### src/rtl/ipd_pkg.sv
// Package for the IPD frame parser: phase type, character codes, sizes
// and the result record. No dependencies; every other file depends on it.
package ipd_pkg;

    // Largest frame buffer the payload length is checked against.
    localparam int BUF_DEPTH = 64;

    // Width of the payload counter and of the decimal length accumulator.
    localparam int CNT_W = $clog2(BUF_DEPTH);
    localparam int LEN_W = 16;

    // Largest accepted payload length.
    localparam logic [LEN_W-1:0] MAX_LEN = LEN_W'(BUF_DEPTH - 2);

    // Widths of the result fields.
    localparam int BYTE_W = 8;
    localparam int IDX_W  = 6;

    // Characters the parser reacts to.
    localparam logic [BYTE_W-1:0] CH_I     = 8'h49;
    localparam logic [BYTE_W-1:0] CH_P     = 8'h50;
    localparam logic [BYTE_W-1:0] CH_D     = 8'h44;
    localparam logic [BYTE_W-1:0] CH_COMMA = 8'h2C;
    localparam logic [BYTE_W-1:0] CH_COLON = 8'h3A;
    localparam logic [BYTE_W-1:0] CH_PLUS  = 8'h2B;
    localparam logic [BYTE_W-1:0] CH_0     = 8'h30;
    localparam logic [BYTE_W-1:0] CH_9     = 8'h39;

    // How far the "IPD," prefix has matched.
    localparam logic [1:0] PRE_NONE = 2'd0;
    localparam logic [1:0] PRE_I    = 2'd1;
    localparam logic [1:0] PRE_IP   = 2'd2;
    localparam logic [1:0] PRE_IPD  = 2'd3;

    // Parser phase.
    typedef enum logic [1:0] {
        PH_HUNT = 2'd0,
        PH_LEN  = 2'd1,
        PH_DATA = 2'd2,
        PH_WAIT = 2'd3
    } t_phase;

    // One result item.
    typedef struct packed {
        logic [BYTE_W-1:0] payload_byte;
        logic [IDX_W-1:0]  payload_index;
        logic              frame_end;
        logic [IDX_W-1:0]  frame_length;
    } t_result;

endpackage

### src/rtl/ipd_if.sv
// Handshake channels of the IPD frame parser: received bytes in and
// payload results out. Depends on ipd_pkg for the field widths.
interface ipd_byte_if;
    logic                       valid;
    logic                       ready;
    logic [ipd_pkg::BYTE_W-1:0] rx_byte;

    modport source (output valid, output rx_byte, input ready);
    modport sink   (input valid, input rx_byte, output ready);
endinterface

interface ipd_result_if;
    logic                       valid;
    logic                       ready;
    logic [ipd_pkg::BYTE_W-1:0] payload_byte;
    logic [ipd_pkg::IDX_W-1:0]  payload_index;
    logic                       frame_end;
    logic [ipd_pkg::IDX_W-1:0]  frame_length;

    modport source (output valid, output payload_byte, output payload_index,
                    output frame_end, output frame_length, input ready);
    modport sink   (input valid, input payload_byte, input payload_index,
                    input frame_end, input frame_length, output ready);
endinterface

### src/rtl/ipd_parse.sv
// Parser state and its one-byte update: prefix hunt, length digits,
// payload streaming and the wait for '+'. Depends on ipd_pkg.
module ipd_parse (
    input  logic                       i_clk,
    input  logic                       i_rst_n,
    input  logic                       i_step,
    input  logic [ipd_pkg::BYTE_W-1:0] i_byte,
    output logic                       o_res_valid,
    output ipd_pkg::t_result           o_res
);
    import ipd_pkg::*;

    t_phase           r_phase, n_phase;
    logic [1:0]       r_prog, n_prog;
    logic [LEN_W-1:0] r_acc, n_acc;
    logic [CNT_W-1:0] r_count, n_count;

    logic [3:0]       w_digit;
    logic [LEN_W-1:0] w_cnt_ext;
    logic [LEN_W-1:0] w_cnt_inc;
    logic             w_room;
    logic             w_last;

    // Helpers shared by the next-state and output logic.
    assign w_digit   = 4'(i_byte - CH_0);
    assign w_cnt_ext = LEN_W'(r_count);
    assign w_cnt_inc = w_cnt_ext + LEN_W'(1);
    assign w_room    = (w_cnt_ext < r_acc);
    assign w_last    = (w_cnt_inc == r_acc);

    // Next state for one byte.
    always_comb begin
        n_phase = r_phase;
        n_prog  = r_prog;
        n_acc   = r_acc;
        n_count = r_count;
        case (r_phase)
            PH_HUNT: begin
                if (i_byte == CH_I && r_prog == PRE_NONE) begin
                    n_prog = PRE_I;
                end else if (i_byte == CH_P && r_prog == PRE_I) begin
                    n_prog = PRE_IP;
                end else if (i_byte == CH_D && r_prog == PRE_IP) begin
                    n_prog = PRE_IPD;
                end else if (i_byte == CH_COMMA && r_prog == PRE_IPD) begin
                    n_prog  = PRE_NONE;
                    n_phase = PH_LEN;
                end else begin
                    n_prog = PRE_NONE;
                end
            end
            PH_LEN: begin
                if (i_byte inside {[CH_0:CH_9]}) begin
                    // acc * 10 + digit, wrapping in 16 bits.
                    n_acc = {r_acc[LEN_W-4:0], 3'b000} + {r_acc[LEN_W-2:0], 1'b0}
                          + LEN_W'(w_digit);
                end else if (i_byte == CH_COLON && r_acc != '0 && r_acc <= MAX_LEN) begin
                    n_phase = PH_DATA;
                end else begin
                    n_phase = PH_HUNT;
                    n_acc   = '0;
                    n_count = '0;
                end
            end
            PH_DATA: begin
                if (w_room) begin
                    n_count = r_count + CNT_W'(1);
                    if (w_last) begin
                        n_phase = PH_WAIT;
                    end
                end
            end
            PH_WAIT: begin
                if (i_byte == CH_PLUS) begin
                    n_phase = PH_HUNT;
                    n_acc   = '0;
                    n_count = '0;
                end
            end
            default: begin
                n_phase = PH_HUNT;
                n_acc   = '0;
                n_count = '0;
            end
        endcase
    end

    // Result for the byte: only payload bytes produce one.
    always_comb begin
        o_res_valid         = (r_phase == PH_DATA) && w_room;
        o_res.payload_byte  = i_byte;
        o_res.payload_index = IDX_W'(r_count);
        o_res.frame_end     = w_last;
        o_res.frame_length  = IDX_W'(r_acc);
    end

    // State registers advance once per processed item.
    always_ff @(posedge i_clk) begin
        if (!i_rst_n) begin
            r_phase <= PH_HUNT;
            r_prog  <= PRE_NONE;
            r_acc   <= '0;
            r_count <= '0;
        end else if (i_step) begin
            r_phase <= n_phase;
            r_prog  <= n_prog;
            r_acc   <= n_acc;
            r_count <= n_count;
        end
    end

    // In the payload phase the length is legal and the count is below it.
    a_data_bounds: assert property (@(posedge i_clk) disable iff (!i_rst_n)
        r_phase == PH_DATA |-> r_acc != '0 && r_acc <= MAX_LEN && w_cnt_ext < r_acc)
        else $error("payload phase with bad length or count");

    // The last payload byte moves the parser to the wait for '+'.
    a_end_to_wait: assert property (@(posedge i_clk) disable iff (!i_rst_n)
        i_step && o_res_valid && o_res.frame_end |=> r_phase == PH_WAIT)
        else $error("frame end did not enter the wait phase");

    // A completed prefix starts the length phase with a clean accumulator.
    a_prefix_to_len: assert property (@(posedge i_clk) disable iff (!i_rst_n)
        i_step && r_phase == PH_HUNT && r_prog == PRE_IPD && i_byte == CH_COMMA
        |=> r_phase == PH_LEN && r_acc == '0 && r_count == '0)
        else $error("length phase entered with stale state");

endmodule

### src/rtl/ipd_out_reg.sv
// Result register of the IPD frame parser: holds one result item until
// the receiver takes it. Depends on ipd_pkg for the result record.
module ipd_out_reg (
    input  logic             i_clk,
    input  logic             i_rst_n,
    input  logic             i_load,
    input  ipd_pkg::t_result i_res,
    input  logic             i_ready,
    output logic             o_free,
    output logic             o_valid,
    output ipd_pkg::t_result o_res
);
    import ipd_pkg::*;

    logic    r_valid;
    t_result r_res;

    // The register can take a new item when empty or being emptied.
    assign o_free  = !r_valid || i_ready;
    assign o_valid = r_valid;
    assign o_res   = r_res;

    // Valid flag.
    always_ff @(posedge i_clk) begin
        if (!i_rst_n) begin
            r_valid <= 1'b0;
        end else if (o_free) begin
            r_valid <= i_load;
        end
    end

    // Payload, loaded without reset.
    always_ff @(posedge i_clk) begin
        if (i_load && o_free) begin
            r_res <= i_res;
        end
    end

    // A held item stays put while the receiver stalls.
    a_hold: assert property (@(posedge i_clk) disable iff (!i_rst_n)
        r_valid && !i_ready |=> r_valid && $stable(r_res))
        else $error("result changed while stalled");

endmodule

### src/rtl/ipd_frame_parser.sv
// IPD frame parser top level: input byte register, parser and result
// register. Depends on ipd_pkg, ipd_if, ipd_parse and ipd_out_reg.
//
// Usage: received characters enter on i_rx, one byte per item. The block
// finds frames of the form "IPD,<decimal length>:<payload>" and streams
// each payload byte out on o_res with its index, the declared length and
// a mark on the last byte. Lengths from 1 to BUF_DEPTH-2 are accepted;
// after a frame, bytes are dropped until a '+'. Bytes that are not
// payload produce no result.
// Data path: a payload byte accepted on i_rx is registered in the input
// register, runs through the parser and is shown on o_res from the result
// register. The single parser update allows one byte per cycle, reached
// while no waiting result blocks a payload byte.
// Reset: i_rst_n, synchronous, clears the input and result valid flags and
// returns the parser to the prefix hunt with a zero length.
// Stall: while a result waits on o_res, one more byte can sit in the
// input register; a byte that yields no result still moves on, and
// i_rx.ready falls only when a waiting result blocks a payload byte.
module ipd_frame_parser (
    input  logic         i_clk,
    input  logic         i_rst_n,
    ipd_byte_if.sink     i_rx,
    ipd_result_if.source o_res
);
    import ipd_pkg::*;

    logic              r_in_valid;
    logic [BYTE_W-1:0] r_in_byte;

    logic    w_has_res;
    t_result w_res;
    logic    w_out_free;
    logic    w_step;
    logic    w_accept;
    logic    w_out_valid;
    t_result w_out_res;

    // The buffered byte is processed when its result, if any, has room.
    assign w_step     = r_in_valid && (!w_has_res || w_out_free);
    assign i_rx.ready = !r_in_valid || w_step;
    assign w_accept   = i_rx.valid && i_rx.ready;

    // Input register.
    always_ff @(posedge i_clk) begin
        if (!i_rst_n) begin
            r_in_valid <= 1'b0;
        end else if (w_accept) begin
            r_in_valid <= 1'b1;
        end else if (w_step) begin
            r_in_valid <= 1'b0;
        end
    end

    always_ff @(posedge i_clk) begin
        if (w_accept) begin
            r_in_byte <= i_rx.rx_byte;
        end
    end

    // Parser.
    ipd_parse u_parse (
        .i_clk       (i_clk),
        .i_rst_n     (i_rst_n),
        .i_step      (w_step),
        .i_byte      (r_in_byte),
        .o_res_valid (w_has_res),
        .o_res       (w_res)
    );

    // Result register.
    ipd_out_reg u_out (
        .i_clk   (i_clk),
        .i_rst_n (i_rst_n),
        .i_load  (w_step && w_has_res),
        .i_res   (w_res),
        .i_ready (o_res.ready),
        .o_free  (w_out_free),
        .o_valid (w_out_valid),
        .o_res   (w_out_res)
    );

    // Output channel.
    assign o_res.valid         = w_out_valid;
    assign o_res.payload_byte  = w_out_res.payload_byte;
    assign o_res.payload_index = w_out_res.payload_index;
    assign o_res.frame_end     = w_out_res.frame_end;
    assign o_res.frame_length  = w_out_res.frame_length;

    // A byte never overwrites one still waiting to be processed.
    a_no_overrun: assert property (@(posedge i_clk) disable iff (!i_rst_n)
        r_in_valid && !w_step |-> !i_rx.ready)
        else $error("input register overrun");

    // A processed payload byte always lands in the result register.
    a_res_lands: assert property (@(posedge i_clk) disable iff (!i_rst_n)
        w_step && w_has_res |=> w_out_valid)
        else $error("payload result lost");

endmodule
### src/flat_wrapper.sv
// flat-port wrapper written by rule: the top's interface ports become plain ports
module ipd_frame_parser_flat import ipd_pkg::*;
  (i_clk, i_rst_n, i_rx_valid, i_rx_rx_byte, i_rx_ready, o_res_valid, o_res_payload_byte, o_res_payload_index, o_res_frame_end, o_res_frame_length, o_res_ready);
  ipd_byte_if i_rx_i ();
  ipd_result_if o_res_i ();
  input  logic i_clk;
  input  logic i_rst_n;
  input wire logic [$bits(i_rx_i.valid)-1:0] i_rx_valid;
  input wire logic [$bits(i_rx_i.rx_byte)-1:0] i_rx_rx_byte;
  output wire logic [$bits(i_rx_i.ready)-1:0] i_rx_ready;
  output wire logic [$bits(o_res_i.valid)-1:0] o_res_valid;
  output wire logic [$bits(o_res_i.payload_byte)-1:0] o_res_payload_byte;
  output wire logic [$bits(o_res_i.payload_index)-1:0] o_res_payload_index;
  output wire logic [$bits(o_res_i.frame_end)-1:0] o_res_frame_end;
  output wire logic [$bits(o_res_i.frame_length)-1:0] o_res_frame_length;
  input wire logic [$bits(o_res_i.ready)-1:0] o_res_ready;
  assign i_rx_i.valid = i_rx_valid;
  assign i_rx_i.rx_byte = i_rx_rx_byte;
  assign i_rx_ready = i_rx_i.ready;
  assign o_res_valid = o_res_i.valid;
  assign o_res_payload_byte = o_res_i.payload_byte;
  assign o_res_payload_index = o_res_i.payload_index;
  assign o_res_frame_end = o_res_i.frame_end;
  assign o_res_frame_length = o_res_i.frame_length;
  assign o_res_i.ready = o_res_ready;
  ipd_frame_parser u_core (.i_clk(i_clk), .i_rst_n(i_rst_n), .i_rx(i_rx_i), .o_res(o_res_i));
endmodule
### config.mk
export PLATFORM = sky130hd
export DESIGN_NAME = ipd_frame_parser_flat
export DESIGN_NICKNAME = d
export VERILOG_FILES = /design/src/rtl/ipd_pkg.sv /design/src/rtl/ipd_if.sv /design/src/rtl/ipd_parse.sv /design/src/rtl/ipd_out_reg.sv /design/src/rtl/ipd_frame_parser.sv /design/src/flat_wrapper.sv
export SDC_FILE = /design/constraint.sdc
export NUM_CORES = 1
export LEC_CHECK = 0
export BUFFER_PORTS_ARGS = -buffer_cell sky130_fd_sc_hd__buf_2
export CORE_MARGIN = 8
export CORE_UTILIZATION = 52
export CTS_CLUSTER_DIAMETER = 120
export DETAILED_ROUTE_END_ITERATION = 6
export HOLD_SLACK_MARGIN = 0.03
export PLACE_DENSITY_LB_ADDON = 0.08
export SLEW_MARGIN = 20
export SYNTH_ARGS = -nofsm -noshare
export SYNTH_HDL_FRONTEND = slang
export SYNTH_HIERARCHICAL = 1
export SYNTH_SLANG_ARGS = --single-unit
### constraint.sdc
create_clock -name i_clk -period 3.8 [get_ports i_clk]
set_clock_uncertainty 0.15 [all_clocks]
set_input_delay 0.19 -clock i_clk [delete_from_list [all_inputs] [get_ports i_clk]]
set_output_delay 0.19 -clock i_clk [all_outputs]
set_load 0.02 [all_outputs]
==> impl_metrics.env <==
export IMPL_grt_use_met2_pct=25.9
export IMPL_clk_pin_slew_worst_paths_ns=0.06
export IMPL_io_pins=35
export IMPL_slew_headroom_pct=63.8
export IMPL_post_cts_buffers=0
export IMPL_netlist_instances=341
export IMPL_grt_util_met1_pct=19.9
export IMPL_post_drt_wl_per_cell_um=16.2
export IMPL_min_path_type="input pin to flip-flop"
export IMPL_irDropWorstVdd_uv=124
export IMPL_nets=425
export IMPL_drtIter0Drc=140
export IMPL_finalCritPeriodShare_pct=88.6
export IMPL_grt_util_met3_pct=3.80
export IMPL_ys_types=60
export IMPL_max_stage_delay_ns=0.48
export IMPL_final_max_slew_viol_count=0
export IMPL_synth_area_top_cells="edfxtp_1, dfxtp_1, ha_1"
export IMPL_end_kind="flip-flop"
export IMPL_cts_tree="yes"
export IMPL_start_util_pct=54.1
export IMPL_synthFlopType="edfxtp_1"
export IMPL_via_per_inst=5.76
export IMPL_syn_cell_area_um2=3470
export IMPL_drtAntennaViolNets=0
export IMPL_total_power_mw=1.23
export IMPL_busiest_layer="met2"
export IMPL_fmax_mhz=297
export IMPL_reg2reg_depth=12
export IMPL_crit_start="u_core/u_parse/r_acc[2]"
export IMPL_worstMarginPinSlew_ns=0.541
export IMPL_crit_fanout=7
export IMPL_yosys_area_top_type_share_pct=25.1
export IMPL_period_needed_ns=3.37
export IMPL_synth_seq_area_share_pct=41.2
export IMPL_finalHoldViolations=0
export IMPL_grtUsageTotal_pct=16.1
export IMPL_cts_resized=0
export IMPL_syn_to_final_growth_pct=12.3
export IMPL_drt_wl_total_um=7450
export IMPL_finalSetupTns_ns=0
export IMPL_cts_max_path_buffers=2
export IMPL_clkLatencyLatePin_ns=0.33
export IMPL_die_y_um=97.7
export IMPL_synth_nets=388
export IMPL_synth_edf_count=29
export IMPL_dieArea_um2=9550
export IMPL_yosys_warnings=6
export IMPL_cts_buffers=9
export IMPL_htreeDepth=3
export IMPL_gp_congestion=0.872
export IMPL_yosysTopAreaCell="edfxtp_1"
export IMPL_drv_cap=0
export IMPL_std_cell_rows=29
export IMPL_pwr_density_cell_nw_per_um2=317
export IMPL_fillers=555
export IMPL_synthTopCellsByCount="ha_1, edfxtp_1, dfxtp_1"
export IMPL_hold_buffers=10
export IMPL_core_area_um2=6420
export IMPL_worstSetupEndpoint="u_core/u_parse/r_acc[4]"
export IMPL_rsz0062_at_grt="no"
export IMPL_grt_overflow_total=0
export IMPL_yosysMostFrequentCell="ha_1"
export IMPL_dp_hpwl_um=5630
export IMPL_timing_hold_ws_ns=0.124
export IMPL_r2r_end="u_core/u_parse/r_acc[4]"
export IMPL_async_reset_ff_share_pct=0
export IMPL_r2r_slack_ns=0.43
export IMPL_io_buffers=34
export IMPL_grt_pass1_wl_um=12500
export IMPL_critPathArrivalTime_ns=3.43
export IMPL_die_x_um=97.7
export IMPL_dr_pass1_iters=4
export IMPL_crit_type="flip-flop to flip-flop"
export IMPL_grt_pass1_vias=2578
export IMPL_root_buffer="clkbuf_8"
export IMPL_drive_gt1_share_pct=16.2
export IMPL_path_cells="inv_1 -> ha_1 -> o21a_1 -> o31ai_1 -> a211oi_2 -> nor2_1 -> a21boi_0 -> nand2_1 -> a21o_1 -> or2_1 -> a22oi_1 -> nor2b_1"
export IMPL_cts_sinks=57
export IMPL_syn_avg_cell_area_um2=10.2
export IMPL_setup_viol=0
export IMPL_cp_slowest_cell="dfxtp_1"
export IMPL_r2r_start="u_core/u_parse/r_acc[2]"
export IMPL_grt_max_degree=24
export IMPL_status="finished, final reports clean"
export IMPL_worstPathRequired_ns=3.86
export IMPL_p_leak_nw=1.64
export IMPL_vias=2649
export IMPL_antenna_found_initial=0
export IMPL_crit_path_start_kind="flip-flop"
export IMPL_drc_errors=0
export IMPL_antenna_cells=0
export IMPL_synth_seq_cells=57
-- metrics by stage --
step	cells	setup slack (ns)	area, um^2	utilization, %
3_3_place_gp	434	0.624	3620	56.4
3_5_place_dp	434	0.536	3620	56.4
6_report	460	0.433	3900	60.7
2_1_floorplan	341	0.920	3470	-
4_1_cts	460	0.499	3900	60.7
5_1_grt	460	0.155	3900	60.7
-- sequential cells by signal, indices dropped and copies added (netlist names), named ones only --
name / count
u_core/r_in_valid: 1
u_core/u_out/o_res: 21
u_core/u_parse/r_prog: 2
u_core/u_parse/r_count: 6
u_core/u_out/o_valid: 1
u_core/u_parse/r_acc: 16
u_core/r_in_byte: 8
u_core/u_parse/r_phase: 1
-- area by class of cell --
| cell class | count | area, um^2 | share of cell area (%) |
|---|---|---|---|
| sequential | 57 | 1430 | 36.7 |
| inverter | 15 | 56.3 | 1.44 |
| timing repair buffer | 48 | 300 | 7.70 |
| clock inverter | 5 | 46.3 | 1.19 |
| multi-input combinational | 247 | 1840 | 47.1 |
| tap | 77 | 96.3 | 2.47 |
| clock buffer | 11 | 131 | 3.37 |
-- kinds of logic after synthesis --
group	share of synthesized area (%)
and+or+nand+nor	17.7
AOI/OAI and AO/OA	17.4
DFF	41.2
buffers and inverters	5.87
adders and majority gates	13.0
xor gates and xnor gates	4.54
muxes	0.288
-- power breakdown --
part           total, mW  internal [mW]  switching (mW)
combinational     0.0470         0.0240          0.0230
clock              0.520          0.295           0.224
sequential         0.668          0.653          0.0149
-- critical path, delay by kind of cell, from the launching register on --
family | cells | cell delay [ns]
compound gates | 6 | 1.47
flops | 1 | 0.48
fa+ha+maj | 1 | 0.30
simple gates | 4 | 0.72
buf+inv | 1 | 0.13
-- layer usage --
metal / wire length (um) / up-vias
met1: 3590 / 1241
li1: - / 1332
met5: 0 / -
met3: 307 / 10
met2: 3440 / 66
met4: 107 / 0
-- layout by cell type, fill, tap and decap left out, types with 3 or more instances in the layout --
cell / instances
buf_2: 34
ha_1: 33
edfxtp_1: 29
dfxtp_1: 28
nand2_1: 23
nor2_1: 17
nor2b_1: 16
o21ai_0: 16
inv_1: 15
nor3_1: 12
xnor2_1: 11
dlygate4sd3_1: 10
clkbuf_8: 9
nand3_1: 9
a21oi_1: 9
o21a_1: 8
a31oi_1: 8
xor2_1: 7
a22oi_1: 7
nand4_1: 5
a21o_1: 5
a211oi_1: 5
buf_4: 4
nor4_1: 4
clkinv_1: 3
nand2b_1: 3
o31ai_1: 3
o2111ai_1: 3
-- worst min-delay path by stage --
stage                          startpoint                         to  slack, ns  cells after the start
after detailed placement  i_rx_rx_byte[5]        u_core/r_in_byte[5]       0.22                      1
after global routing              i_rst_n  u_core/u_parse/r_count[5]       0.14                      2
after global placement    i_rx_rx_byte[4]        u_core/r_in_byte[4]       0.22                      1
after CTS                         i_rst_n  u_core/u_parse/r_count[5]       0.11                      2
after floorplan           i_rx_rx_byte[0]        u_core/r_in_byte[0]       0.14                      0
final                             i_rst_n  u_core/u_parse/r_count[5]       0.12                      2
(Power assumes the default switching activity.)
